$ cat src/sv/aqrr_pkg.sv
// package of the adaptive quantum round robin scheduler: sizes, codes and item types
package aqrr_pkg;

  localparam int QUEUE_DEPTH = 16;
  localparam int PTR_W       = $clog2(QUEUE_DEPTH);
  localparam int OCC_W       = $clog2(QUEUE_DEPTH + 1);
  localparam int CFG_IDX_W   = 8;

  // operation codes
  localparam logic OP_ADMIT = 1'b0;
  localparam logic OP_TICK  = 1'b1;

  // result kinds
  localparam logic [1:0] KIND_FINISH  = 2'd0;
  localparam logic [1:0] KIND_REQUEUE = 2'd1;
  localparam logic [1:0] KIND_REJECT  = 2'd2;

  // configuration register indexes
  localparam logic [CFG_IDX_W-1:0] CFG_STEP_UP   = CFG_IDX_W'(0);
  localparam logic [CFG_IDX_W-1:0] CFG_STEP_DOWN = CFG_IDX_W'(1);
  localparam logic [CFG_IDX_W-1:0] CFG_CAP       = CFG_IDX_W'(2);
  localparam logic [CFG_IDX_W-1:0] CFG_FLOOR     = CFG_IDX_W'(3);

  // configuration reset values
  localparam logic [7:0] STEP_UP_RST   = 8'd10;
  localparam logic [7:0] STEP_DOWN_RST = 8'd5;
  localparam logic [7:0] CAP_RST       = 8'd100;
  localparam logic [7:0] FLOOR_RST     = 8'd5;

  typedef struct packed {
    logic        op;
    logic [7:0]  proc_id;
    logic [15:0] cpu_units;
    logic [15:0] io_units;
    logic [7:0]  start_quantum;
  } in_item_t;

  typedef struct packed {
    logic [1:0]  kind;
    logic [7:0]  who;
    logic [31:0] event_time;
    logic        did_io;
    logic [7:0]  next_quantum;
    logic        final_res;
  } out_item_t;

  typedef struct packed {
    logic [7:0]  id;
    logic [15:0] cpu_left;
    logic [15:0] io_left;
    logic [7:0]  quantum;
  } slot_t;

endpackage

$ cat src/sv/adaptive_quantum_round_robin.sv
// top level of the adaptive quantum round robin scheduler
// usage
//   input channel (in_valid_i / in_ready_o / in_data_i): one transfer is either an
//   admit, which appends a process to the tail of the slot ring, or a tick, which
//   retires finished processes at the head, spends one unit of cpu (else of i/o)
//   on the first one left, if any, and advances the time counter
//   output channel (out_valid_o / out_ready_i / out_data_o): finish, requeue and
//   reject events; final_res marks the last event of one input transfer
//   config channel (cfg_valid_i / cfg_ready_o / cfg_index_i / cfg_data_i): always
//   ready, indexes above the quantum floor register are dropped
// sequence
//   an admit writes its slot from the idle state, a tick on an empty ring only
//   advances time and a rejected admit goes on to the flush state; a tick on a
//   busy ring reads one slot per cycle, unless stalled, until it can flush.
// reset
//   ring empty, time counter zero, quantum registers at their defaults; the slot
//   memory is not cleared, only occupied slots are ever read
// stalls
//   one event waits in the output register and one more in a holding register;
//   the block stops while a held event must move into an output register not yet taken
module adaptive_quantum_round_robin (
  input  logic                           clk_i,
  input  logic                           rst_ni,
  input  logic                           in_valid_i,
  output logic                           in_ready_o,
  input  aqrr_pkg::in_item_t             in_data_i,
  output logic                           out_valid_o,
  input  logic                           out_ready_i,
  output aqrr_pkg::out_item_t            out_data_o,
  input  logic                           cfg_valid_i,
  output logic                           cfg_ready_o,
  input  logic [aqrr_pkg::CFG_IDX_W-1:0] cfg_index_i,
  input  logic [7:0]                     cfg_data_i
);

  localparam int PW = aqrr_pkg::PTR_W;
  localparam int OW = aqrr_pkg::OCC_W;

  // sequencer states
  localparam logic [1:0] S_IDLE  = 2'd0;
  localparam logic [1:0] S_READ  = 2'd1;
  localparam logic [1:0] S_FLUSH = 2'd2;

  function automatic logic [PW-1:0] ring_next(input logic [PW-1:0] p);
    ring_next = (p == PW'(aqrr_pkg::QUEUE_DEPTH - 1)) ? '0 : p + PW'(1);
  endfunction

  // quantum registers
  logic [7:0] step_up_q, step_down_q, cap_q, floor_q;

  // control and time state
  logic [1:0]  state_q, state_d;
  logic [PW-1:0] head_q, head_d, tail_q, tail_d;
  logic [OW-1:0] occ_q, occ_d;
  logic [31:0] now_q, now_d, slice_q, slice_d;
  logic        io_used_q, io_used_d;

  // one held event, waiting until it is known whether it is the last one
  logic                hold_valid_q, hold_valid_d;
  aqrr_pkg::out_item_t hold_q, hold_d;

  // output register
  logic                out_valid_q, out_valid_d;
  aqrr_pkg::out_item_t out_q, out_d;
  logic                out_free;

  // slot memory ports
  logic            ram_we, ram_re;
  logic [PW-1:0]   ram_waddr, ram_raddr;
  aqrr_pkg::slot_t ram_wdata, entry, run_entry;
  logic [$bits(aqrr_pkg::slot_t)-1:0] ram_rdata;

  // head evaluation
  logic        fin, io_new, expire, new_res, stall;
  logic [31:0] now_n, elapsed;
  logic [8:0]  grow_sum, shrink_lim;
  logic [7:0]  q_grow, q_shrink, q_new;

  aqrr_ram #(
    .WIDTH($bits(aqrr_pkg::slot_t)),
    .DEPTH(aqrr_pkg::QUEUE_DEPTH)
  ) u_slot_ram (
    .clk_i  (clk_i),
    .we_i   (ram_we),
    .waddr_i(ram_waddr),
    .wdata_i(ram_wdata),
    .re_i   (ram_re),
    .raddr_i(ram_raddr),
    .rdata_o(ram_rdata)
  );

  assign cfg_ready_o = 1'b1;
  assign in_ready_o  = (state_q == S_IDLE);
  assign out_valid_o = out_valid_q;
  assign out_data_o  = out_q;
  assign out_free    = !out_valid_q || out_ready_i;

  // configuration writes
  always_ff @(posedge clk_i or negedge rst_ni) begin
    if (!rst_ni) begin
      step_up_q   <= aqrr_pkg::STEP_UP_RST;
      step_down_q <= aqrr_pkg::STEP_DOWN_RST;
      cap_q       <= aqrr_pkg::CAP_RST;
      floor_q     <= aqrr_pkg::FLOOR_RST;
    end else if (cfg_valid_i) begin
      unique case (cfg_index_i)
        aqrr_pkg::CFG_STEP_UP:   step_up_q   <= cfg_data_i;
        aqrr_pkg::CFG_STEP_DOWN: step_down_q <= cfg_data_i;
        aqrr_pkg::CFG_CAP:       cap_q       <= cfg_data_i;
        aqrr_pkg::CFG_FLOOR:     floor_q     <= cfg_data_i;
        default: ;
      endcase
    end
  end

  // head slot as read, and the effect of spending one unit on it
  always_comb begin
    entry     = aqrr_pkg::slot_t'(ram_rdata);
    fin       = (entry.cpu_left == 16'd0) && (entry.io_left == 16'd0);
    run_entry = entry;
    if (entry.cpu_left != 16'd0) begin
      run_entry.cpu_left = entry.cpu_left - 16'd1;
    end else begin
      run_entry.io_left = entry.io_left - 16'd1;
    end
    io_new  = io_used_q || (entry.cpu_left == 16'd0);
    now_n   = now_q + 32'd1;
    elapsed = now_n - slice_q;
    expire  = elapsed >= {24'd0, entry.quantum};

    // growth saturates at the cap, shrink at the floor
    grow_sum   = {1'b0, entry.quantum} + {1'b0, step_up_q};
    shrink_lim = {1'b0, floor_q} + {1'b0, step_down_q};
    if (entry.quantum >= cap_q) begin
      q_grow = entry.quantum;
    end else if (grow_sum > {1'b0, cap_q}) begin
      q_grow = cap_q;
    end else begin
      q_grow = grow_sum[7:0];
    end
    if (entry.quantum <= floor_q) begin
      q_shrink = entry.quantum;
    end else if ({1'b0, entry.quantum} < shrink_lim) begin
      q_shrink = floor_q;
    end else begin
      q_shrink = entry.quantum - step_down_q;
    end
    q_new = io_new ? q_shrink : q_grow;

    new_res = fin || expire;
    // a new event needs the held one moved out first
    stall   = new_res && hold_valid_q && !out_free;
  end

  // sequencer
  always_comb begin
    state_d      = state_q;
    head_d       = head_q;
    tail_d       = tail_q;
    occ_d        = occ_q;
    now_d        = now_q;
    slice_d      = slice_q;
    io_used_d    = io_used_q;
    hold_valid_d = hold_valid_q;
    hold_d       = hold_q;
    out_valid_d  = out_valid_q && !out_ready_i;
    out_d        = out_q;
    ram_we       = 1'b0;
    ram_waddr    = tail_q;
    ram_wdata    = run_entry;
    ram_re       = 1'b0;
    ram_raddr    = head_q;

    unique case (state_q)
      S_IDLE: begin
        if (in_valid_i) begin
          if (in_data_i.op == aqrr_pkg::OP_ADMIT) begin
            if (occ_q == OW'(aqrr_pkg::QUEUE_DEPTH)) begin
              // ring full, reject
              hold_d.kind         = aqrr_pkg::KIND_REJECT;
              hold_d.who          = in_data_i.proc_id;
              hold_d.event_time   = now_q;
              hold_d.did_io       = 1'b0;
              hold_d.next_quantum = 8'd0;
              hold_d.final_res    = 1'b0;
              hold_valid_d        = 1'b1;
              state_d             = S_FLUSH;
            end else begin
              ram_we             = 1'b1;
              ram_waddr          = tail_q;
              ram_wdata.id       = in_data_i.proc_id;
              ram_wdata.cpu_left = in_data_i.cpu_units;
              ram_wdata.io_left  = in_data_i.io_units;
              ram_wdata.quantum  = in_data_i.start_quantum;
              tail_d             = ring_next(tail_q);
              occ_d              = occ_q + OW'(1);
            end
          end else if (occ_q == '0) begin
            // idle tick
            now_d   = now_n;
            slice_d = now_n;
          end else begin
            ram_re    = 1'b1;
            ram_raddr = head_q;
            state_d   = S_READ;
          end
        end
      end

      S_READ: begin
        if (!stall) begin
          if (hold_valid_q && new_res) begin
            out_valid_d         = 1'b1;
            out_d               = hold_q;
            out_d.final_res     = 1'b0;
          end
          if (fin) begin
            // retire the head and look at the next one
            hold_d.kind         = aqrr_pkg::KIND_FINISH;
            hold_d.who          = entry.id;
            hold_d.event_time   = now_q;
            hold_d.did_io       = io_used_q;
            hold_d.next_quantum = 8'd0;
            hold_d.final_res    = 1'b0;
            hold_valid_d        = 1'b1;
            io_used_d           = 1'b0;
            slice_d             = now_q;
            head_d              = ring_next(head_q);
            occ_d               = occ_q - OW'(1);
            if (occ_q == OW'(1)) begin
              now_d   = now_n;
              slice_d = now_n;
              state_d = S_FLUSH;
            end else begin
              ram_re    = 1'b1;
              ram_raddr = ring_next(head_q);
            end
          end else begin
            // spend one unit and write the slot back
            ram_we    = 1'b1;
            ram_waddr = head_q;
            now_d     = now_n;
            io_used_d = io_new;
            state_d   = S_FLUSH;
            if (expire) begin
              hold_d.kind         = aqrr_pkg::KIND_REQUEUE;
              hold_d.who          = entry.id;
              hold_d.event_time   = now_n;
              hold_d.did_io       = io_new;
              hold_d.next_quantum = q_new;
              hold_d.final_res    = 1'b0;
              hold_valid_d        = 1'b1;
              io_used_d           = 1'b0;
              slice_d             = now_n;
              ram_wdata.quantum   = q_new;
              // a lone process keeps its slot
              if (occ_q > OW'(1)) begin
                ram_waddr = tail_q;
                tail_d    = ring_next(tail_q);
                head_d    = ring_next(head_q);
              end
            end
          end
        end
      end

      S_FLUSH: begin
        if (!hold_valid_q) begin
          state_d = S_IDLE;
        end else if (out_free) begin
          out_valid_d     = 1'b1;
          out_d           = hold_q;
          out_d.final_res = 1'b1;
          hold_valid_d    = 1'b0;
          state_d         = S_IDLE;
        end
      end

      default: begin
        state_d = S_IDLE;
      end
    endcase
  end

  always_ff @(posedge clk_i or negedge rst_ni) begin
    if (!rst_ni) begin
      state_q      <= S_IDLE;
      head_q       <= '0;
      tail_q       <= '0;
      occ_q        <= '0;
      now_q        <= '0;
      slice_q      <= '0;
      io_used_q    <= 1'b0;
      hold_valid_q <= 1'b0;
      out_valid_q  <= 1'b0;
    end else begin
      state_q      <= state_d;
      head_q       <= head_d;
      tail_q       <= tail_d;
      occ_q        <= occ_d;
      now_q        <= now_d;
      slice_q      <= slice_d;
      io_used_q    <= io_used_d;
      hold_valid_q <= hold_valid_d;
      out_valid_q  <= out_valid_d;
    end
  end

  // event payloads
  always_ff @(posedge clk_i) begin
    hold_q <= hold_d;
    out_q  <= out_d;
  end

endmodule

$ cat src/sv/aqrr_ram.sv
// generic single write port, single read port ram with registered read
module aqrr_ram #(
  parameter int WIDTH = 8,
  parameter int DEPTH = 16
) (
  input  logic                     clk_i,
  input  logic                     we_i,
  input  logic [$clog2(DEPTH)-1:0] waddr_i,
  input  logic [WIDTH-1:0]         wdata_i,
  input  logic                     re_i,
  input  logic [$clog2(DEPTH)-1:0] raddr_i,
  output logic [WIDTH-1:0]         rdata_o
);

  logic [WIDTH-1:0] mem_q [DEPTH];
  logic [WIDTH-1:0] rdata_q;

  always_ff @(posedge clk_i) begin
    if (we_i) begin
      mem_q[waddr_i] <= wdata_i;
    end
    // read data holds between reads
    if (re_i) begin
      rdata_q <= mem_q[raddr_i];
    end
  end

  assign rdata_o = rdata_q;

endmodule
$ cat config.mk
export PLATFORM = sky130hd
export DESIGN_NAME = adaptive_quantum_round_robin
export DESIGN_NICKNAME = d
export VERILOG_FILES = /design/src/sv/aqrr_pkg.sv /design/src/sv/adaptive_quantum_round_robin.sv /design/src/sv/aqrr_ram.sv
export SDC_FILE = /design/constraint.sdc
export NUM_CORES = 1
export LEC_CHECK = 0
export BUFFER_PORTS_ARGS = -buffer_cell sky130_fd_sc_hd__buf_2
export CAP_MARGIN = 20
export CORE_AREA = 4 4 323 325
export CTS_CLUSTER_DIAMETER = 80
export DETAILED_ROUTE_END_ITERATION = 10
export DIE_AREA = 0 0 327 329
export PLACE_DENSITY = 0.64
export SETUP_SLACK_MARGIN = 0.3
export SYNTH_ARGS = -nofsm -noshare
export SYNTH_HDL_FRONTEND = slang
export SYNTH_HIERARCHICAL = 1
export SYNTH_SLANG_ARGS = --single-unit
$ cat constraint.sdc
create_clock -name clk_i -period 25.1 [get_ports clk_i]
set_input_delay 2.51 -clock clk_i [delete_from_list [all_inputs] [get_ports clk_i]]
set_output_delay 2.51 -clock clk_i [all_outputs]
set_load 0.02 [all_outputs]
* After elaboration in Yosys (flattened, before gate mapping)
Memories as Yosys holds them, arrays and structs flattened. A register that Yosys moved wholly into a read port is not among the register bits.
Cells that the tools add are included.
** Storage, ports and cells
- Memories kept :: 1
- Word-level logic and storage cells :: 213
- Bits in latches :: 0
- Bits in writable memories :: 768
- Flip-flop bits (word level) :: 217
- Output and inout bits :: 55
- Memory bits (read-only) :: 0
- Bits of input ports :: 70
** Operators by class
- Reduce and logical (&&, ||, !) cells :: 35
- Shift operators :: 0
- Divide/modulo/power cells :: 0
- Multiply operators :: 0
- Order comparisons :: 6
- Equal/unequal tests :: 28
- Bitwise operators :: 1
- Add/sub/neg operators :: 11
- Mux-type cells :: 107
** Memories
- u_slot_ram.mem_q :: words 16, width 48, read ports 1, clocked after memory_dff 1, wr ports 1, RTL line aqrr_ram.sv:15 : logic [WIDTH-1:0] mem_q [DEPTH];
** Operators by type and width (number)
- 52-bit 2-to-1 mux :: 10
- 32-bit 2-to-1 mux :: 9
- 52-bit case mux with 2 select lines :: 2
- 48-bit 2-to-1 mux :: 3
- 32-bit case mux with 2 select lines :: 2
- 4-bit 2-to-1 mux :: 21
- 8-bit 2-to-1 mux :: 8
- 40-bit 2-to-1 mux :: 1
- 32-bit by 1-bit adder with 32-bit output (second input constant) :: 1
- 32-bit by 8-bit >= comparator with 1-bit output :: 1
- 16-bit logical NOT :: 2
- 16-bit 2-to-1 mux :: 2
- 16-bit by 1-bit subtractor with 16-bit output (second input constant) :: 2
- 32-bit subtractor :: 1
- 6-bit AND reduction :: 5
- 1-bit 2-to-1 mux :: 27
- 5-bit 2-to-1 mux :: 5
- 2-bit != test (second input constant) :: 11
- 8-bit by 8-bit adder with 9-bit output :: 2
- 2-bit 2-to-1 mux :: 9
- 8-bit by 2-bit equality test with 1-bit output (second input constant) :: 2
- 8-bit case mux with 2 select lines :: 1
- 16-bit nonzero test :: 1
- 3-bit != test (second input constant) :: 4
- other kinds (35) :: 56

* Logic depth before layout (Yosys ltp)
- Depth in word-level cells :: 10
- Mapped depth :: 24

* Cells and area by module
Netlist, hierarchy kept.
** By module, submodules not included
- aqrr_ram :: cells an instance 1242, instances 1, area each 30175.2 um^2
- adaptive_quantum_round_robin :: cells an instance 1604, instances 1, area each 15212.1 um^2

* Least setup slack after synthesis
No wires, ideal clock.
- Path kind :: reg2reg
- Start :: reg now_q[0]
- End :: mem u_slot_ram/mem_q[0][0] in the netlist's numbering (enable)
- Cell stages (with the launch flop) :: 22
- Path slack :: 15.304 ns
- Period minus slack after synthesis :: 9.796 ns
- Arrival :: 9.283 ns
- Setup time :: 0.513 ns
- Required time :: 24.587 ns
- Cell sequence :: dfrtp_1 ha_1 nand3_1 nor2_1 nand2_1 nor3_1 nand3_1 xnor2_1 ha_1 buf_2 nand4_1 or2_2 a211oi_1 o41a_1 xor2_1 or4_4 nor4_4 nand4_4 a21oi_1 mux2_2 or3b_2 nor3_1
** Between the ends
- Elaborated cells on any way between the ends :: 14
** RTL lines
- start: declaration :: RTL line adaptive_quantum_round_robin.sv:55 : logic [31:0] now_q, now_d, slice_q, slice_d;
- start signal: assignment :: RTL line adaptive_quantum_round_robin.sv:301 : now_q <= now_d;
- 32-bit by 1-bit adder with 32-bit output (*) :: RTL line adaptive_quantum_round_robin.sv:127 : now_n = now_q + 32'd1;
- 32-bit subtractor (*) :: RTL line adaptive_quantum_round_robin.sv:128 : elapsed = now_n - slice_q;
- 32-bit by 8-bit >= comparator with 1-bit output (*) :: RTL line adaptive_quantum_round_robin.sv:129 : expire = elapsed >= {24'd0, entry.quantum};
- 1-bit logical OR :: RTL line adaptive_quantum_round_robin.sv:150 : new_res = fin || expire;
- 1-bit logical AND (2 in a row) :: RTL line adaptive_quantum_round_robin.sv:152 : stall = new_res && hold_valid_q && !out_free;
- 4-bit 2-to-1 mux (*) :: RTL line adaptive_quantum_round_robin.sv:211 : if (!stall) begin
- 4-bit 2-to-1 mux (*)
- named net ram_waddr[2] :: RTL line adaptive_quantum_round_robin.sv:69 : logic [PW-1:0] ram_waddr, ram_raddr;
- end: declaration :: RTL line aqrr_ram.sv:15
The timed path passes the listed nets; every way through them passes the cells marked *.

* Final worst setup path
- Start :: reg now_q[0]
- End :: mem u_slot_ram/mem_q[6][40] in the netlist's numbering (enable)
Same word-level chain as after synthesis.

==> run summary <==
* biggest fanout along the worst timing path: 25
* number of routed nets with antenna violations: 0
* post-CTS clock slew at the launch and capture registers of the worst setup and hold paths: 60 ps
* number of clock buffers inserted by TritonCTS: 105
* capturing element type of the critical path: register
* antenna violations before repair: 1
* num rows: 117
* Top Family by Delay on Critical Path: simple AND/OR/NAND/NOR gates
* IO buf count: 123
* complex-gate fraction of the synthesized area: 5.82%
* postcts setup bufs: 0
* area growth from synthesis to layout: 13.4%
* proportion of netlist area held by the largest area contributor: 60.8%
* Avg Inst Size Synth: 15.9 um^2
* RD Place Congestion: 0.873
* data arrival time at the worst-slack endpoint: 9310 ps
* ordered list of cells on the worst path: ha_1 > nand3_1 > nor2_1 > nand2_1 > nor3_1 > and3_1 > nand3_1 > or2_2 > xnor2_1 > ha_1 > a21oi_1 > o22ai_1 > a211oi_1 > o2111ai_1 > a311oi_1 > nand4_1 > nor4_4 > nand4_4 > a21oi_1 > mux2_2 > nand2b_1 > nor2_4 > buf_4
* placed cells: 4,265
* area of the die: 108,000 um^2
* highest-count cells in the layout ignoring fill and taps: 919 x sky130_fd_sc_hd__edfxtp_1, 216 x sky130_fd_sc_hd__nand2_1, 192 x sky130_fd_sc_hd__mux4_2
* share of the yosys chip area belonging to registers: 67.1%
* worst hold-check path type: reg2reg
* crit-path max cell delay: 850 ps
* Reg-to-Reg End: u_slot_ram/mem_q[6][40]
* pwr/cell area: 111 nW/um^2
* count of hold-fix buffers inserted at cts: 0
* final global-route overflow total: 0
* relative slew slack: 25.0%
* global-route wire length before repair: 162 mm
* clock tree from TritonCTS: done
* number of synthesized flops with an enable pin: 919
* post-route non-filler standard cell count: 4,475
* number of search-and-repair iterations in the first detailed-routing pass: 6
* final sum of negative setup slack: 0 ps
* Syn Std Cell Area: 45,400 um^2
* post-synthesis cell count: 2,846
* CTS Root Buffer Type: sky130_fd_sc_hd__clkbuf_16
* Initial Utilization: 44.7%
* peak clock frequency supported by timing: 0.111 GHz
* Worst Setup Start Kind: register
* post-synthesis simple-gate area fraction: 6.31%
* Core Area: 101,000 um^2
* adder-cell share of the synthesized area: 3.07%
* endpoints failing hold: 0
* total number of clock tree sinks: 1,033
* share of cells above drive strength 1: 21.7%
* Least-Margin Pin Slew: 1120 ps
* violation count after the first detailed-routing iteration: 2,411
* largest net degree at the start of global routing: 79
* library cell contributing the largest single delay on the critical path: sky130_fd_sc_hd__nor2_4
* vias in the first global route: 26,169
* register bit count reported by yosys: 1,033
* end point of the critical path: u_slot_ram/mem_q[6][40]
* setup violators final: 0
* multiplexer area fraction after synthesis: 11.8%
* Req. time, crit path: 25,430 ps
* insertion delay to the later sink of the worst-skew pair: 700 ps
* reg-to-reg critical path startpoint: now_q[0]
* post-route DRC violation count: 0
* DIE WIDTH: 327 um
* total of max-cap violations: 0
* start point of the critical path: now_q[0]
* final critical-path share of the clock period: 35.8%
* setup clock skew after layout: 50.6 ps
* I/O pin cnt: 125
* top cells by area, synth: sky130_fd_sc_hd__edfxtp_1 61%, sky130_fd_sc_hd__mux4_2 9.5%, sky130_fd_sc_hd__dfrtp_1 5.8%
* Stages on worst setup path: 23
* Setup Crit Path Kind: reg2reg
* fin nets: 3,194
* post-DR vias/cell: 5.68
* ys flop type: sky130_fd_sc_hd__edfxtp_1
* drt wl/cell: 23.9 um
* largest buffer count on any clock path: 3
* final-report max-slew violation count: 0
* largest family of logic cells by synthesized area: multiplexers
* most common cell after layout, fill and taps aside: sky130_fd_sc_hd__edfxtp_1
* min Tclk post-route: 8990 ps
* synth warn: 6
* post-cts sizing count: 0
* Hold Worst Slack: 389 ps
* setup slack of the worst register-to-register path: 16,110 ps
* routed wire length: 107 mm
* total number of vias: 25,429
* Post-Syn Nets: 3,025
* dominant cell type by area after synthesis: sky130_fd_sc_hd__edfxtp_1
* async set-reset flop share out of synthesis: 11.0%
* Leak Pwr: 0.0183 uW
* unrepaired setup endpoints after global routing: false
* Critical path buffers and inverters: 1
* peak ir drop on the vdd network: 0.0000844 V
* number of cells traversed by the worst register-to-register path: 23
* total track usage: 19.8%
* CTS HTree Levels: 3
* xor and xnor fraction of the mapped netlist area: 3.65%
* Synth cell types: 84
* status: finished, final reports clean
* die height: 329 um
* detailed-placement wirelength estimate: 63.3 mm
-- registers in the layout (all words and copies together) (netlist names) --
register            flops
tail_q                  4
state_q                 2
occ_q                   5
head_q                  4
out_valid_o             1
now_q                  32
out_data_o             52
step_down_q             8
hold_q                 51
slice_q                32
cap_q                   8
hold_valid_q            1
u_slot_ram/mem_q      768
step_up_q               8
u_slot_ram/rdata_o     48
floor_q                 8
io_used_q               1
-- worst min-delay path by stage --
stage                           from             end  slack [ps]  cells past startpoint
after floorplan           hold_q[10]  out_data_o[10]         400                      0
after global placement    hold_q[47]  out_data_o[47]         400                      0
after detailed placement  hold_q[47]  out_data_o[47]         400                      0
after CTS                 hold_q[11]  out_data_o[11]         390                      0
after global routing      hold_q[11]  out_data_o[11]         400                      0
final                     hold_q[11]  out_data_o[11]         390                      0
-- layout make-up --
class	instances	area [um^2]
Timing Repair Buffer	202	1210
Tap cell	1368	1710
Antenna cell	2	5.00
Multi-Input combinational cell	1583	14100
Fill cell	8317	50000
Inverter	90	338
Clock inverter	68	883
Clock buffer	129	2750
Sequential cell	1033	30500
-- synth_stat cells (all sizes together) (45+ instances only) --
master  instances
clkbuf         77
mux2           53
nand2         216
a22oi         103
nand3          45
xor2           76
xnor2         113
inv            89
ha            105
mux4          192
o21ai          87
dfrtp         105
edfxtp        919
buf            63
a21oi          78
nor2          144
-- through the flow --
stage                     util, %  power, uW  worst slack (ps)  area [um^2]
final                        50.7       5730             16110        51500
after global routing         50.7       6020             15360        51500
after CTS                    50.6       5770             16120        51400
after detailed placement     47.1       4140             16180        47700
after global placement       47.0       4090             16350        47700
after floorplan                 -       3620             15300        45400
-- layer usage --
| metal | vias up | global-route usage (%) | share of wire (%) |
|---|---|---|---|
| met4 | 0 | 5.78 | 2.7 |
| li1 | 11365 | - | - |
| met3 | 157 | 3.63 | 5.8 |
| met5 | - | 0 | 0 |
| met2 | 764 | 32.5 | 48 |
| met1 | 13143 | 27.3 | 43 |
-- cell families after synthesis --
logic type	after synthesis
compound gates	394
buf+inv	230
flops	1033
xor+xnor	189
simple gates	602
fa+ha+maj	109
other cells	1
mux	288
-- power by group --
part / internal, uW / switching, uW / total [uW]
Combinational: 688 / 1080 / 1770
Sequential: 2250 / 82.2 / 2330
Clock: 961 / 665 / 1630
(Power assumes the default switching activity.)
